## src/rtl/bfns_store.sv

```systemverilog
// Word store of the bit table: one write port, one registered read port.
// Depends on nothing but its parameters.
module bfns_store #(
    parameter int WORD_COUNT = 64,
    parameter int WORD_BITS  = 64,
    parameter int ADDR_W     = 6
) (
    input  logic                 clk,
    input  logic                 wr_en,
    input  logic [ADDR_W-1:0]    wr_addr,
    input  logic [WORD_BITS-1:0] wr_data,
    input  logic [ADDR_W-1:0]    rd_addr,
    output logic [WORD_BITS-1:0] rd_data
);

    logic [WORD_BITS-1:0] mem [WORD_COUNT];
    logic [WORD_BITS-1:0] rd_data_reg;

    // Write port
    always_ff @(posedge clk)
    begin
        if (wr_en)
        begin
            mem[wr_addr] <= wr_data;
        end
    end

    // Registered read port
    always_ff @(posedge clk)
    begin
        rd_data_reg <= mem[rd_addr];
    end

    assign rd_data = rd_data_reg;

endmodule

```

## config.mk

```make
export PLATFORM = sky130hd
export DESIGN_NAME = bfns_store
export DESIGN_NICKNAME = d
export VERILOG_FILES = /design/src/rtl/bfns_store.sv
export SDC_FILE = /design/constraint.sdc
export NUM_CORES = 2
export LEC_CHECK = 0
export BUFFER_PORTS_ARGS = -buffer_cell sky130_fd_sc_hd__buf_2
export CORE_ASPECT_RATIO = 1.75
export CORE_MARGIN = 4
export CORE_UTILIZATION = 35
export DETAILED_ROUTE_END_ITERATION = 10
export SYNTH_ARGS = -nofsm -noshare
export SYNTH_HDL_FRONTEND = slang
export SYNTH_SLANG_ARGS = --single-unit
```

## constraint.sdc

```tcl
create_clock -name clk -period 8.52 [get_ports clk]
set_clock_uncertainty 0.15 [all_clocks]
set_input_delay 0.852 -clock clk [delete_from_list [all_inputs] [get_ports clk]]
set_output_delay 0.852 -clock clk [all_outputs]
set_load 0.005 [all_outputs]
```

# --- Word-level counts from Yosys, hierarchy flattened ---
# Memory sizes are Yosys's and may differ from the RTL's. A register that Yosys moved wholly into a read port is not among the register bits.
# Index checks and enable logic that the tools add are counted.
# W data, S select, Z words.
totals:
  reg_bits: 0
  latchBits: 0
  ramBits: 4096
  romBits: 0
  inputBits: 78
  output_inout_bits: 64
  wordCells: 3
  memories: 1
mem_list:
  columns: ["memory", "words", "word_bits", "rd", "rd_clocked_by_memory_dff", "wr", "line_no", "rtl"]
  rows:
  - ["mem", 64, 64, 1, 1, 1, "16", "logic [WORD_BITS-1:0] mem [WORD_COUNT];"]
classes:
  n_addsub: 0
  multipliers: 0
  div: 0
  magnitude_cmp: 0
  n_eq_ne: 0
  shifts: 0
  muxes: 2
  n_bitwise: 0
  reduce_logical: 0
op_table:
  columns: ["op", "count"]
  rows:
  - ["$mux W1", 2]

# --- Logic depth before layout (Yosys ltp) ---
depth:
  ltp_word: 2
  ltp_mapped: 9
  depth_no_buf: 5

# --- Worst setup path before layout ---
# Ideal clock, no wire load.
synth_path:
  path_type: "input port to flip-flop"
  from: "input port wr_addr[3]"
  to: "memory mem[48][0], enable pin"
  setup_ns: 0.564
  t_arrival_ns: 5.724
  required_ns: 7.806
  path_slack_ns: 2.082
  stages: 4
  n_path_buf: 1
  cell_sequence: "clkbuf_1 nor2b_1 nand4b_1 nor3_1"
synth_rtl:
  columns: ["element", "line_no", "rtl"]
  rows:
  - ["start: declaration", "10", "input logic [ADDR_W-1:0] wr_addr,"]
  - ["end: declaration", "16", null]
# No word-level cell before the write port.

==> qor.yml <==
cp_data_required_time_ns: 9.13
crit_slowest_cell: "buf_4"
drt_iter0_markers: 9081
cpPeakStageDelay_ns: 0.90
grt_max_degree: 123
vias: 74600
min_path_type: "input port to flip-flop"
numPortBuffers: 141
peakVddDrop_v: 0.000178
via_per_inst: 5.70
netlist_area_mm2: 0.156
antenna_left: 0
synth_ff_type: "edfxtp_1"
grt-ovfl-total: 0
crit_fanout: 61
hold_depth: 2
syn_nets: 6676
r2r-start: "mem[13][10]"
clk_latency_ns: 0.93
drv_cap: 0
multi_input_area_mm2: 0.0308
synth_edf_count: 4096
placed_cell_area_mm2: 0.165
initial_core_util_pct: 35.1
fin_area_mm2: 0.177
area_growth_pct: 13.1
clkSinkCount: 4160
nFillCells: 38800
boundaryPins: 142
power_density_mw_per_mm2: 233
start_kind: "input port"
ys_seq_elements: 4160
ys_types: 33
cts_setup_buffers: 0
place_ws_ns: 3.73
hold_viol_final: 0
routed_wl_um: 452000
ys_warn_count: 0
cts_max_level: 5
crit_family: "buffers and inverters"
setup_tns_ns: 0
gp_congestion: 0.762
die-area_mm2: 0.458
crit_cells: 7
path_common_cell: "buf_4"
nets: 6978
grt_pass1_vias: 77100
clk_pin_slew_worst_paths_ns: 0.07
period_needed_ns: 3.84
holdBufCountCts: 0
cts_buffers: 351
crit_type: "input port to flip-flop"
drive_gt1_share_pct: 27.4
tightest_slew_ns: 1.29
worst-path-buf-inv: 3
min_from: "wr_data[26]"
p_leak_uw: 0.0539
setup_viol: 0
grt_usage_pct: 19.4
slew_headroom_pct: 13.7
core_mm2: 0.445
regArea_mm2: 0.124
antenna_found_initial: 59
firstDrtPassIters: 5
syn_inst: 6598
r2r_cells: 5
grt_pass1_wl_um: 626000
worstPathCellList: "buf_8 -> buf_4 -> buf_4 -> mux4_2 -> or3_1 -> a41oi_1 -> a211oi_1"
yosysSeqAreaShare_pct: 79.5
clock_path_buffers: 4
fin_ws_ns: 4.68
post-dp-hpwl_um: 237000
largest_register_ffs: 4096
route.detailed.drc: 0
grt_setup_unrepaired: "no"
rows: 324
outcome: "complete, no violations"
die_x_um: 513
cp-startpoint: "rd_addr[2]"
crit_arrival_ns: 4.45
cts_resized: 0
wl_per_cell_um: 34.6
endpoint_kind: "flip-flop"
period_share_pct: 45.0
die_h_um: 892
synth.avg_cell_area_um2: 23.7
root_buffer: "clkbuf_16"
report.final.slew_viol_count: 0
async_flop_share_pct: 0
fmax_mhz: 261
cts_tree: "yes"
## power breakdown
group	switching (µW)	internal (µW)
Clock	7360	9210
Sequential	96.4	22700
Combinational	1230	698
Total	8690	32600
## path summary, 6_finish.rpt
kind         slack (ns)           to
max                4.68   rd_data[8]
min                0.44  mem[32][26]
max reg2reg        6.29  rd_data[10]
min reg2reg        0.72  rd_data[42]
## cells by family (layout without fill, tap and decap cells)
group | after synthesis | in the layout | synth area share [%]
AO/OA/AOI/OAI | 504 | 504 | 2.48
buffers and inverters | 389 | 973 | 1.18
flip-flops | 4160 | 4160 | 79.5
multiplexers | 1159 | 1159 | 15.6
other | 0 | 29 | 0
AND/OR/NAND/NOR | 386 | 386 | 1.24
## stage by stage
stage | power [µW] | instances | hold WS [ns] | util (%)
global placement | 25100 | 12400 | 0.676 | 37.1
CTS | 41600 | 13100 | 0.405 | 39.7
floorplan | 24200 | 6598 | 0.638 | -
global route | 42400 | 13100 | 0.448 | 39.7
detailed placement | 25200 | 12400 | 0.702 | 37.1
finish | 41200 | 13100 | 0.444 | 39.7
## cell type report
type                            instances  area share [%]
Multi-Input combinational cell       2049            17.4
Inverter                               19          0.0403
Antenna cell                           29          0.0410
Sequential cell                      4160            70.3
Timing Repair Buffer                  319            1.53
Clock inverter                        183            1.18
Tap cell                             5868            4.15
Clock buffer                          452            5.40
## synthesized netlist by cell type (2+ instances only)
| library cell | count | area share (%) |
|---|---|---|
| buf_4 | 34 | 0.16 |
| or2_2 | 28 | 0.11 |
| mux2i_1 | 135 | 0.86 |
| dfxtp_1 | 64 | 0.82 |
| a211oi_1 | 63 | 0.30 |
| clkbuf_1 | 140 | 0.34 |
| nor2b_1 | 28 | 0.11 |
| buf_2 | 170 | 0.54 |
| nand3b_1 | 2 | 0.0096 |
| a2bb2oi_1 | 19 | 0.11 |
| inv_1 | 19 | 0.046 |
| a22o_1 | 88 | 0.49 |
| o22ai_1 | 83 | 0.33 |
| nor3_1 | 2 | 0.0064 |
| nand2_1 | 58 | 0.14 |
| nand2b_1 | 11 | 0.044 |
| mux4_2 | 1024 | 15 |
| a22oi_1 | 168 | 0.81 |
| edfxtp_1 | 4096 | 79 |
| o221ai_1 | 38 | 0.21 |
| nand3_1 | 45 | 0.14 |
| and2_1 | 3 | 0.012 |
| buf_1 | 20 | 0.048 |
| or3_1 | 29 | 0.12 |
| buf_6 | 6 | 0.043 |
| a31oi_1 | 18 | 0.072 |
| a41oi_1 | 26 | 0.15 |
| nand4_1 | 2 | 0.0080 |
| and3_1 | 64 | 0.26 |
| nor2_1 | 112 | 0.27 |
## metal layers
metal	track usage [%]	wire length (µm)	vias to the layer above
met3	3.40	33900	925
li1	-	-	29000
met1	22.8	157000	41100
met2	34.9	239000	3547
met5	0	142	-
met4	8.20	21800	22
## layout by cell type, fill, tap and decap left out, drive strengths merged, types with 16 or more instances in the layout
cell and instances:
buf 319, a211oi 63, inv 31, or2 28, dfxtp 64, nand2 58
a41oi 26, o221ai 38, nand3 45, diode 29, nor2 112, a2bb2oi 19
a31oi 18, or3 29, mux4 1024, mux2i 135, edfxtp 4096, clkinv 114
and3 64, o22ai 83, nor2b 28, clkinvlp 16, bufinv 41, a22o 88
a22oi 168, clkbuf 452
## worst register-to-register path, delay by kind of cell, from the launching register on
| kind | cells | cell delay (ns) |
|---|---|---|
| muxes | 1 | 0.46 |
| DFF | 1 | 0.37 |
| and+or+nand+nor | 2 | 0.37 |
| AOI/OAI and AO/OA | 2 | 0.78 |
No activity file was read; power rests on OpenSTA's default activity.
