### src/rtl/bfns_scan.sv
// Lowest set bit at or above a start bit within one stored word.
// Depends on nothing but its parameters.
module bfns_scan #(
    parameter int WORD_BITS = 64,
    parameter int BIT_W     = 6
) (
    input  logic [WORD_BITS-1:0] word_data,
    input  logic [BIT_W-1:0]     from_bit,
    output logic                 hit,
    output logic [BIT_W-1:0]     hit_bit
);

    // Priority encode from the top down so the lowest qualifying bit wins
    always_comb
    begin
        hit     = 1'b0;
        hit_bit = '0;
        for (int i = WORD_BITS - 1; i >= 0; i--)
        begin
            if (word_data[i] && (BIT_W'(i) >= from_bit))
            begin
                hit     = 1'b1;
                hit_bit = BIT_W'(i);
            end
        end
    end

endmodule

### config.mk
export PLATFORM = sky130hd
export DESIGN_NAME = bfns_scan
export DESIGN_NICKNAME = d
export VERILOG_FILES = /design/src/rtl/bfns_scan.sv
export SDC_FILE = /design/constraint.sdc
export NUM_CORES = 1
export LEC_CHECK = 0
export ABC_AREA = 1
export BUFFER_PORTS_ARGS = -buffer_cell sky130_fd_sc_hd__buf_2
export CAP_MARGIN = 25
export CORE_ASPECT_RATIO = 0.75
export CORE_MARGIN = 2
export CORE_UTILIZATION = 54
export DETAILED_ROUTE_END_ITERATION = 8
export PLACE_DENSITY = 0.91
export SYNTH_ARGS = -nofsm -noshare
export SYNTH_HDL_FRONTEND = slang
export SYNTH_SLANG_ARGS = --single-unit
### constraint.sdc
create_clock -name vclk -period 6.6
set_input_delay 0.99 -clock vclk [all_inputs]
set_output_delay 0.99 -clock vclk [all_outputs]
set_load 0.03 [all_outputs]
# Word level (Yosys, flattened, before mapping)
# Cells that the tools add are included.
dict set report totals {
  register_bits 0
  in_bits 70
  out_inout_bits 7
  elab_cells 256
}
dict set report classes {
  n_lt_le_gt_ge 64
  mux 128
  reduce_logical 64
}
# op count
set op_table {}
lappend op_table {{6-bit two-way mux} 64}
lappend op_table {{6-bit greater-or-equal comparator, first input constant} 32}
lappend op_table {{5-bit by 6-bit greater-or-equal comparator with 1-bit output, first input constant} 16}
lappend op_table {{1-bit logical AND} 64}
lappend op_table {{1-bit two-way mux} 64}
lappend op_table {{4-bit by 6-bit greater-or-equal comparator with 1-bit output, first input constant} 8}
lappend op_table {{3-bit by 6-bit greater-or-equal comparator with 1-bit output, first input constant} 4}
lappend op_table {{1-bit by 6-bit greater-or-equal comparator with 1-bit output, first input constant} 2}
lappend op_table {{2-bit by 6-bit greater-or-equal comparator with 1-bit output, first input constant} 2}

# Logic depth before layout (Yosys ltp)
dict set report logic_depth {
  word_depth 66
  ltp_mapped 61
  mapped_depth_nobuf 60
}

# Worst setup path after synthesis
# OpenSTA, ideal clock, no wires.
dict set report synth_timing {
  path_type {input-to-output}
  startpoint {input port from_bit[5]}
  endpoint {output port hit_bit[0]}
  arrival_ps 4216
  required_time_ps 5610
  path_slack_ps 1394
  path_stages 58
  path_buffers 2
  cell_sequence {buf_4 nand2_2 buf_6 nor2_4 inv_2 o21ai_1 nand2_1 nand2_1 nand2_1 nand2_1 nand2_1 nand2_1 nand2_1 nand2_1 nand2_1 nand2_1 nand2_1 nand2_1 [... 22 more ...] nand2_1 nand2_1 nand2_1 nand2_1 nand2_1 nand2_1 nand2_1 nand2_1 nand2_1 nand2_1 nand2_1 nand2_1 nand2_1 nand2_1 nand2_1 nand2_1 nand2_1 a21oi_2}
}
dict set report synth_between {
  elab_chain_len 66
  elab_cells_between_ends 192
  cone_classes {order compare: 64; mux: 64; reduce/logical: 64}
}
# element line_no
set synth_rtl {}
lappend synth_rtl {{start: declaration} 8} ;# input logic [BIT_W-1:0] from_bit,
lappend synth_rtl {{6-bit greater-or-equal comparator} 20} ;# if (word_data[i] && (BIT_W'(i) >= from_bit))
lappend synth_rtl {{1-bit logical AND} 20}
lappend synth_rtl {{6-bit two-way mux (63 in a row)} 20}
lappend synth_rtl {{6-bit two-way mux *} 20}
lappend synth_rtl {{end: declaration} 10} ;# output logic [BIT_W-1:0] hit_bit
# Mark *: on every way between the ends. The rest lies on a longest branch, timed or not.

# Worst setup path in the final report
dict set report layout_timing {
  startpoint {input port from_bit[1]}
  endpoint {output port hit_bit[0]}
}
# The elaborated chain is that of the path after synthesis.

==> run_results.csv <==
group,metric,value,unit
outcome,outcome,"finished, final reports clean",
clocking,post_cts_resized,0,
sta,setup_ws,0.7025,ns
cells_and_area,flops_and_latches,0,
sta,worst_slew_pin_slew,0.6446,ns
min_path,hold_path.class,"in -> out",
setup_path,worstPathRequired,5.61,ns
cells_and_area,n_antenna_cell,0,
sta,fin_crit_sh,89.36,%
cells_and_area,drive_above_1_share,24.10,%
sta,setup_tns,0,ns
sta,fin_crit,5.897,ns
routing,avgRoutedWirePerCell,12.72,microns
setup_path,critical_path.slowest_cell,"nor2_1",
floorplanning,die_h,52.04,microns
floorplanning,die_w,68.05,microns
synthesis,netlist_area,0.001662,sq mm
grt,grt_max_degree,19,
routing,antenna_left,0,
flow_run,drv_cap,0,
routing,num_vias,2536,
clocking,ctsHoldBuffers,0,
synthesis,synthCells,343,
floorplanning,row_count,17,
power,power_density,79.32,mW/mm^2
power,peakVddDrop,0.06004,mV
floorplanning,io_pins,77,
setup_path,crit_top_cell,"nand2_1",
floorplanning,initial_core_util,56.61,%
power,p_leak,1.243,nW
setup_path,critical_path.max_fanout,10,
synthesis,yosysTopAreaCell,"nand2_1",
grt,grt_overflow,0,
synthesis,synth_fp_nets,413,
sta,fmax,169.6,MHz
synthesis,avgSynthCellArea,4.844,sq um
sta,slew_headroom,56.48,%
synthesis,synth_top_area_share,28.46,%
synthesis,yosysSeqAreaShare,0,%
placement,dp.cells,453,
sta,final_max_slew_viol_count,0,
grt,first_global_vias,2112,
setup_path,startpoint_type,"primary input",
cells_and_area,ff_latch_area,0,sq um
clocking,cts_post_setup_buffers_inserted,0,
placement,place.gp.congestion,1.004,
placement,post-place-ws,0.8018,ns
floorplanning,dieArea,0.003541,sq mm
cells_and_area,nClkBuffers,0,
sta,fin_hold_ws,2.411,ns
cells_and_area,instances_no_fill,453,
placement,place_hpwl,4861,microns
synthesis,yosysUniqueCellTypes,39,
floorplanning,core,0.002935,sq mm
sta,setup_violations,0,
routing,vias_per_cell,5.598,
routing,drc,0,
cells_and_area,nNetsFinal,487,
sta,rsz0062_at_grt,"no",
setup_path,endpoint_kind,"output pin",
placement,port-buffer-count,77,
sta,report.final.hold_viol_count,0,
setup_path,slowest_delay,0.54,ns
cells_and_area,synthToLayoutAreaGrowth,22.74,%
grt,track_usage,32.78,%
synthesis,yosys-top-cells-area,"nand2_1 (28%), nor2_1 (11%), inv_1 (9.7%), o211ai_1 (6.3%), nand3_1 (4.5%)",
grt,antenna_found_initial,0,
routing,routed_wl,5762,microns
setup_path,crit_type,"in -> out",
routing,first_iter_violations,304,
synthesis,yosysWarningCount,0,
setup_path,cp_data_arrival_time,4.91,ns
grt,grt_pass1_wl,9066,microns
routing,dr.pass1.iters,6,
==> power by group <==
part | total (mW) | switching (mW) | internal, mW | leakage (nW)
sequential | 0 | 0 | 0 | 0
clock | 0 | 0 | 0 | 0
combinational | 0.162 | 0.102 | 0.0595 | 1.24
==> final timing paths <==
check	endpoint	slack [ns]	from	cells after the start
worst max-delay path	hit_bit[0]	0.70	from_bit[1]	56
worst min-delay path	hit_bit[0]	2.41	word_data[1]	4
==> cell usage after synthesis (all sizes together) <==
| master | number |
|---|---|
| nand2 | 132 |
| nor2 | 55 |
| inv | 49 |
| o21ai | 21 |
| nand3 | 15 |
| o211ai | 14 |
| a21oi | 12 |
| nor3 | 7 |
| a31oi | 5 |
| nand4 | 5 |
| buf | 4 |
| nor4 | 4 |
| a311oi | 2 |
| o311ai | 2 |
| o31ai | 2 |
| a2111o | 1 |
| a21boi | 1 |
| and2 | 1 |
| and3 | 1 |
| bufinv | 1 |
| clkbuf | 1 |
| clkinv | 1 |
| nand3b | 1 |
| o211a | 1 |
| o21bai | 1 |
| o22ai | 1 |
| o311a | 1 |
| or2 | 1 |
| or4 | 1 |
==> logic make-up (layout without fill, tap and decap cells) <==
| logic type | Yosys count | after routing | share of synthesized area [%] |
|---|---|---|---|
| buffers and inverters | 56 | 128 | 16.41 |
| AND/OR/NAND/NOR | 223 | 223 | 57.45 |
| AO/OA/AOI/OAI | 64 | 64 | 26.13 |
==> per-layer routing <==
| metal | wire length [microns] | vias up | GRT usage, % |
|---|---|---|---|
| met5 | 0 | - | 0 |
| li1 | - | 1274 | - |
| met4 | 91 | 0 | 5.333 |
| met3 | 886 | 14 | 2.597 |
| met1 | 2412 | 1051 | 47.42 |
| met2 | 2371 | 197 | 53.24 |
==> placed cells by master (no fill, tap or decap), drive strengths merged, types with 2 or more instances in the layout <==
master  count
a21oi      12
buf        77
o211ai     14
o311ai      2
inv        49
nor3        7
a311oi      2
nor4        4
o21ai      21
a31oi       5
nand3      15
o31ai       2
nor2       55
nand2     132
nand4       5
==> stage by stage <==
step	utilization (%)	instance area (sq um)	total power [mW]
after floorplan	-	1662	0.1111
after global placement	69.48	2039	0.1559
after detailed placement	69.48	2039	0.1569
after CTS	69.48	2039	0.1577
after global routing	69.48	2039	0.1798
final	69.48	2039	0.1618
==> final cells by class <==
class,count,area [sq um]
fillers,301,895.9
inverters,51,217.7
multi-input cells,287,1389
well taps,38,47.55
repair buffers,77,385.4
==> critical path, delay by kind of cell <==
| family | cells | cell delay [ns] |
|---|---|---|
| AOI/OAI and AO/OA | 2 | 0.14 |
| buffers and inverters | 3 | 0.50 |
| and+or+nand+nor | 51 | 3.26 |
No activity file was read; power rests on OpenSTA's default activity.
